--- src/hdl/fdb3_pkg.sv ---
// Shared types, constants and the coefficient design for the decimating FIR.
// No dependencies; used by the controller, the datapath and the top level.
package fdb3_pkg;

  localparam int unsigned MAX_TAPS = 256;
  localparam int unsigned QF       = 30;
  localparam logic [63:0] Q_ONE    = 64'd1 << QF;
  localparam logic [63:0] PI_Q     = 64'd3373259426;

  typedef logic [MAX_TAPS-1:0][31:0] coef_tbl_t;

  typedef struct packed {
    logic wr_en;     // write the accepted item into the delay line
    logic start;     // arm a new convolution pass
    logic issue;     // read one tap this cycle
    logic load_out;  // round, saturate and load the output register
  } cmd_t;

  typedef struct packed {
    logic out_free;  // output register can take a new result
  } sts_t;

  // floor(a * b / 2^QF), truncated to 64 bits
  function automatic logic [63:0] qmul(logic [63:0] a, logic [63:0] b);
    logic [127:0] p;
    p = {64'd0, a} * {64'd0, b};
    return p[QF+63:QF];
  endfunction

  // floor(a * 2^s / b) by restoring long division, quotient kept to 64 bits
  function automatic logic [63:0] qdiv(logic [63:0] a, logic [63:0] b, int unsigned s);
    logic [64:0] r;
    logic [63:0] q;
    logic        nb;
    int          i;
    r = '0;
    q = '0;
    if (b == '0) return '0;
    for (i = 0; i < 64 + int'(s); i++) begin
      nb = (i < 64) ? a[63-i] : 1'b0;
      r  = {r[63:0], nb};
      q  = {q[62:0], 1'b0};
      if (r >= {1'b0, b}) begin
        r    = r - {1'b0, b};
        q[0] = 1'b1;
      end
    end
    return q;
  endfunction

  // I0 with argument t = (x/2)^2, Q30
  function automatic logic [63:0] bessel0(logic [63:0] t);
    logic [63:0] term;
    logic [63:0] sum;
    int          k;
    term = Q_ONE;
    sum  = Q_ONE;
    for (k = 1; k < 64; k++) begin
      term = qdiv(qmul(term, t), 64'(k * k), 0);
      sum  = sum + term;
    end
    return sum;
  endfunction

  // sin(x) for 0 <= x <= pi/2, Q30
  function automatic logic [63:0] sine_q(logic [63:0] x);
    logic [63:0] x2;
    logic [63:0] term;
    logic [63:0] pos;
    logic [63:0] neg;
    int          j;
    x2   = qmul(x, x);
    term = x;
    pos  = x;
    neg  = '0;
    for (j = 1; j <= 12; j++) begin
      term = qdiv(qmul(term, x2), 64'((2 * j) * (2 * j + 1)), 0);
      if (j % 2 == 1) neg = neg + term;
      else            pos = pos + term;
    end
    return (pos > neg) ? pos - neg : '0;
  endfunction

  // Kaiser-windowed sinc low-pass, taps normalized to one, rounded to Q1.(cw-1)
  function automatic coef_tbl_t design_rom(int unsigned taps, int unsigned cw);
    coef_tbl_t          tbl;
    logic signed [63:0] gv [MAX_TAPS];
    logic [63:0]        i0b;
    logic [63:0]        num;
    logic [63:0]        den;
    logic [63:0]        w;
    logic [63:0]        s;
    logic [63:0]        mag;
    logic [63:0]        ad;
    logic [63:0]        kq;
    logic [63:0]        r;
    logic [63:0]        maxc;
    logic signed [63:0] sum;
    logic signed [63:0] d;
    logic signed [63:0] m;
    logic signed [63:0] c;
    logic               neg;
    int                 n;
    tbl  = '0;
    m    = 64'(taps) - 64'sd1;
    i0b  = bessel0((64'd289 * Q_ONE) >> 4);
    sum  = '0;
    maxc = (64'd1 << (cw - 1)) - 64'd1;
    for (n = 0; n < int'(taps); n++) begin
      d   = 64'(2 * n) - m;
      ad  = (d < 0) ? -d : d;
      num = 64'd289 * (m * m - d * d);
      den = 64'd16 * (m * m);
      w   = qdiv(bessel0(qdiv(num, den, QF)), i0b, QF);
      neg = 1'b0;
      if (ad == '0) begin
        s = (64'd5 * PI_Q) >> 5;
      end else begin
        kq  = (64'd5 * ad) & 64'd63;
        neg = (kq >= 64'd32);
        kq  = kq & 64'd31;
        if (kq > 64'd16) kq = 64'd32 - kq;
        s = qdiv(sine_q((kq * PI_Q) >> 5), ad, 0);
      end
      mag   = qmul(s, w);
      gv[n] = neg ? -$signed(mag) : $signed(mag);
      sum   = sum + gv[n];
    end
    for (n = 0; n < int'(taps); n++) begin
      if (sum <= 0) begin
        c = '0;
      end else begin
        mag = (gv[n] < 0) ? -gv[n] : gv[n];
        r   = (qdiv(mag, sum, cw) + 64'd1) >> 1;
        if (gv[n] < 0) c = (r > maxc + 64'd1) ? -$signed(maxc) - 64'sd1 : -$signed(r);
        else           c = (r > maxc) ? $signed(maxc) : $signed(r);
      end
      tbl[n] = c[31:0];
    end
    return tbl;
  endfunction

endpackage

--- src/hdl/fdb3_ctrl.sv ---
// Sequencer for the decimating FIR: input acceptance, phase count and MAC pass.
// Depends on fdb3_pkg; drives the datapath through fdb3_pkg::cmd_t.
module fdb3_ctrl #(
  parameter int unsigned TAPS       = 72,
  parameter int unsigned DECIMATION = 3
) (
  input  logic             clk_i,
  input  logic             rst_ni,
  input  logic             in_valid_i,
  output logic             in_stall_o,
  input  fdb3_pkg::sts_t   sts_i,
  output fdb3_pkg::cmd_t   cmd_o
);

  localparam int unsigned PH_W  = (DECIMATION > 1) ? $clog2(DECIMATION) : 1;
  localparam int unsigned CNT_W = $clog2(TAPS);

  typedef enum logic [3:0] {
    ST_IDLE  = 4'b0001,
    ST_RUN   = 4'b0010,
    ST_DRAIN = 4'b0100,
    ST_DONE  = 4'b1000
  } state_e;

  state_e            state_q, state_d;
  logic [PH_W-1:0]   phase_q, phase_d;
  logic [CNT_W-1:0]  cnt_q, cnt_d;

  always_comb begin
    state_d = state_q;
    phase_d = phase_q;
    cnt_d   = cnt_q;
    cmd_o   = '0;
    unique case (state_q)
      ST_IDLE: begin
        if (in_valid_i) begin
          cmd_o.wr_en = 1'b1;
          if (phase_q == PH_W'(DECIMATION - 1)) begin
            cmd_o.start = 1'b1;
            phase_d     = '0;
            cnt_d       = '0;
            state_d     = ST_RUN;
          end else begin
            phase_d = phase_q + PH_W'(1);
          end
        end
      end
      ST_RUN: begin
        cmd_o.issue = 1'b1;
        if (cnt_q == CNT_W'(TAPS - 1)) begin
          cnt_d   = '0;
          state_d = ST_DRAIN;
        end else begin
          cnt_d = cnt_q + CNT_W'(1);
        end
      end
      ST_DRAIN: begin
        // let the last products reach the accumulator
        if (cnt_q == CNT_W'(1)) begin
          state_d = ST_DONE;
        end else begin
          cnt_d = cnt_q + CNT_W'(1);
        end
      end
      ST_DONE: begin
        if (sts_i.out_free) begin
          cmd_o.load_out = 1'b1;
          state_d        = ST_IDLE;
        end
      end
      default: state_d = ST_IDLE;
    endcase
  end

  assign in_stall_o = (state_q != ST_IDLE);

  always_ff @(posedge clk_i or negedge rst_ni) begin
    if (!rst_ni) begin
      state_q <= ST_IDLE;
      phase_q <= '0;
      cnt_q   <= '0;
    end else begin
      state_q <= state_d;
      phase_q <= phase_d;
      cnt_q   <= cnt_d;
    end
  end

endmodule

--- config.mk ---
export PLATFORM = sky130hd
export DESIGN_NAME = fdb3_ctrl
export DESIGN_NICKNAME = d
export VERILOG_FILES = /design/src/hdl/fdb3_pkg.sv /design/src/hdl/fdb3_ctrl.sv
export SDC_FILE = /design/constraint.sdc
export NUM_CORES = 1
export LEC_CHECK = 0
export BUFFER_PORTS_ARGS = -buffer_cell sky130_fd_sc_hd__buf_2
export CORE_MARGIN = 5
export CORE_UTILIZATION = 30
export CTS_CLUSTER_SIZE = 12
export DETAILED_ROUTE_END_ITERATION = 12
export PLACE_DENSITY = 0.49
export SLEW_MARGIN = 40
export SYNTH_ARGS = -nofsm -noshare
export SYNTH_HDL_FRONTEND = slang
export SYNTH_SLANG_ARGS = --single-unit
--- constraint.sdc ---
create_clock -name clk_i -period 5.65 [get_ports clk_i]
set_clock_uncertainty 0.15 [all_clocks]
set_input_delay 0.565 -clock clk_i [delete_from_list [all_inputs] [get_ports clk_i]]
set_output_delay 0.565 -clock clk_i [all_outputs]
set_load 0.05 [all_outputs]
==> results.sh <==
export IMPL_synthTopCellsByArea="dfrtp_1 (36%), nor4b_4 (5.7%), mux2i_1 (4.8%)"
export IMPL_status="finished clean"
export IMPL_chipHeight_um=62.8
export IMPL_nFillCells=285
export IMPL_path_cells="nor4b_4, nand4_1, inv_1, buf_2"
export IMPL_cts_htree_levels=1
export IMPL_final_util=0.342
export IMPL_maxCapViolations=0
export IMPL_drt_total_wl_um=1630
export IMPL_root_buffer="clkbuf_4"
export IMPL_synthTopCellsByCount="dfrtp_1 (12), nand2_1 (8), nand3_1 (7)"
export IMPL_synthFlopType="dfrtp_1"
export IMPL_hold_violations=0
export IMPL_power_density_mw_per_mm2=312
export IMPL_crit_path_max_fanout=11
export IMPL_num_vias=640
export IMPL_core_mm2=0.00271
export IMPL_postCtsHoldBufs=0
export IMPL_synth_seq_cells=13
export IMPL_cts_made_buffers=3
export IMPL_tritoncts="yes"
export IMPL_grt_first_pass_wirelength_um=2880
export IMPL_rows=19
export IMPL_ios=9
export IMPL_critical_path_slowest_cell="dfstp_2"
export IMPL_wire_per_inst_um=13.0
export IMPL_drc=0
export IMPL_reg2reg_slack_ps=3530
export IMPL_drtIter0Drc=31
export IMPL_dr_pass1_iters=4
export IMPL_cp_arrival_ps=2080
export IMPL_startpoint_type="register"
export IMPL_grt_overflow_total=0
export IMPL_max_stage_delay_ps=590
export IMPL_multi_input_area_um2=473
export IMPL_seq_area_um2=327
export IMPL_gp_congestion=0.756
export IMPL_synth_async_reset_ratio=1.00
export IMPL_synth_top_area_frac=0.359
export IMPL_fin_crit_sh=0.494
export IMPL_synth_edf_count=0
export IMPL_drive_gt1_frac=0.213
export IMPL_worst_pin_slew_ps=461
export IMPL_antenna_left=0
export IMPL_ys_warn_count=0
export IMPL_path_clk_slew_ps=70
export IMPL_syn_nets=91
export IMPL_yosysTopAreaCell="dfrtp_1"
export IMPL_yosysUniqueCellTypes=35
export IMPL_die_area_mm2=0.00395
export IMPL_insertion_delay_ps=270
export IMPL_hpwl_um=1260
export IMPL_fin_crit_ps=2790
export IMPL_syn_cell_area_um2=837
export IMPL_rsz0062_at_grt="no"
export IMPL_crit_type="reg2out"
export IMPL_p_leak_nw=0.424
export IMPL_slew_headroom=0.692
export IMPL_finalSetupTns_ps=0
export IMPL_grt_pass1_vias=646
export IMPL_initial_core_util=0.309
export IMPL_fmax_ghz=0.358
export IMPL_syn_to_final_growth_pct=10.8
export IMPL_max_clock_path_buffers=2
export IMPL_via_per_inst=5.12
export IMPL_peakVddDrop_mv=0.226
export IMPL_postCtsSetupBuffers=0
export IMPL_setup_violations=0
export IMPL_grtUsageTotal=0.0902
export IMPL_crit_path_end_kind="primary output"
export IMPL_required_ps=4930
export IMPL_syn_inst=85
export IMPL_cts_sinks=13
export IMPL_die_w_um=62.8
export IMPL_nNetsFinal=101
export IMPL_avgSynthCellArea_um2=9.85
export IMPL_diodes=0
export IMPL_grt_max_degree=14
export IMPL_ys_seq_area_frac=0.390
export IMPL_antenna_found_initial=0
export IMPL_cts_resized_gates=0
export IMPL_synth_most_common_cell="dfrtp_1"
export IMPL_io_buffer_count=8
export IMPL_cp_top_family="simple AND/OR/NAND/NOR gates"
export IMPL_drv_slew=0
export IMPL_min_delay_path_class="in2async"
export IMPL_critPathBufInv=2
worst paths after layout:
| path | start | endpoint | cells past startpoint |
|---|---|---|---|
| worst min-delay path | rst_ni | cnt_q[1] | 1 |
| worst max register to register | cnt_q[3] | cnt_q[1] | 4 |
| max in group asynchronous | rst_ni | state_q[0] | 1 |
| worst max-delay path | state_q[0] | cmd_o[2] | 4 |
| min in group clk_i | state_q[0] | state_q[0] | 2 |
| worst min register to register | state_q[0] | state_q[0] | 2 |
cell type report:
type | instances | share of cell area
timing repair buffer | 8 | 0.0432
clock buffer | 4 | 0.0283
multi-input combinational | 63 | 0.510
sequential | 13 | 0.352
inverter | 6 | 0.0243
tap | 31 | 0.0418
metrics by stage:
step	setup slack (ps)	instance area (µm²)	power, mW	hold WS (ps)	cells
6_report	2860	927	0.290	10.3	125
5_1_grt	2730	927	0.313	31.5	125
4_1_cts	2860	927	0.295	21.3	125
3_5_place_dp	3170	901	0.237	324	121
2_1_floorplan	3380	837	0.214	119	85
3_3_place_gp	3160	901	0.236	326	121
logic make-up (layout without fill, tap and decap cells):
logic type / after synthesis / after routing / share of synthesized area
DFF: 13 / 13 / 0.390
adders and majority gates: 2 / 2 / 0.0299
buffers and inverters: 9 / 18 / 0.0448
and+or+nand+nor: 39 / 39 / 0.303
AOI/OAI and AO/OA: 17 / 17 / 0.166
muxes: 5 / 5 / 0.0658
registers in the layout, summed over array words and instances, names as in the netlist:
name,count
state_q,4
phase_q,2
cnt_q,7
layer usage:
metal	vias up	global-route usage	routed length, µm
li1	327	-	-
met1	301	0.109	789
met2	10	0.144	730
met3	2	0.0468	95
met4	0	0.0159	11
met5	-	0	0
cells in the final DEF, fill, tap and decap left out, types with 2 or more instances in the layout:
master and count:
nand4_1 3, dfrtp_1 12, nand3_1 7, a21oi_1 4, mux2i_1 4, inv_1 6, ha_1 2, buf_2 8
clkbuf_4 3, o21ai_0 4, nand2_1 8, nand3b_1 3, nor4b_4 2, nor3_1 2, nor2_1 5
where the power goes:
group / internal (mW) / switching [mW] / leakage (nW)
registers: 0.110 / 0.0207 / 0.175
clock network: 0.0274 / 0.0277 / 0.0150
logic: 0.0370 / 0.0664 / 0.235
Note: power is estimated with default switching activity, not from simulation.
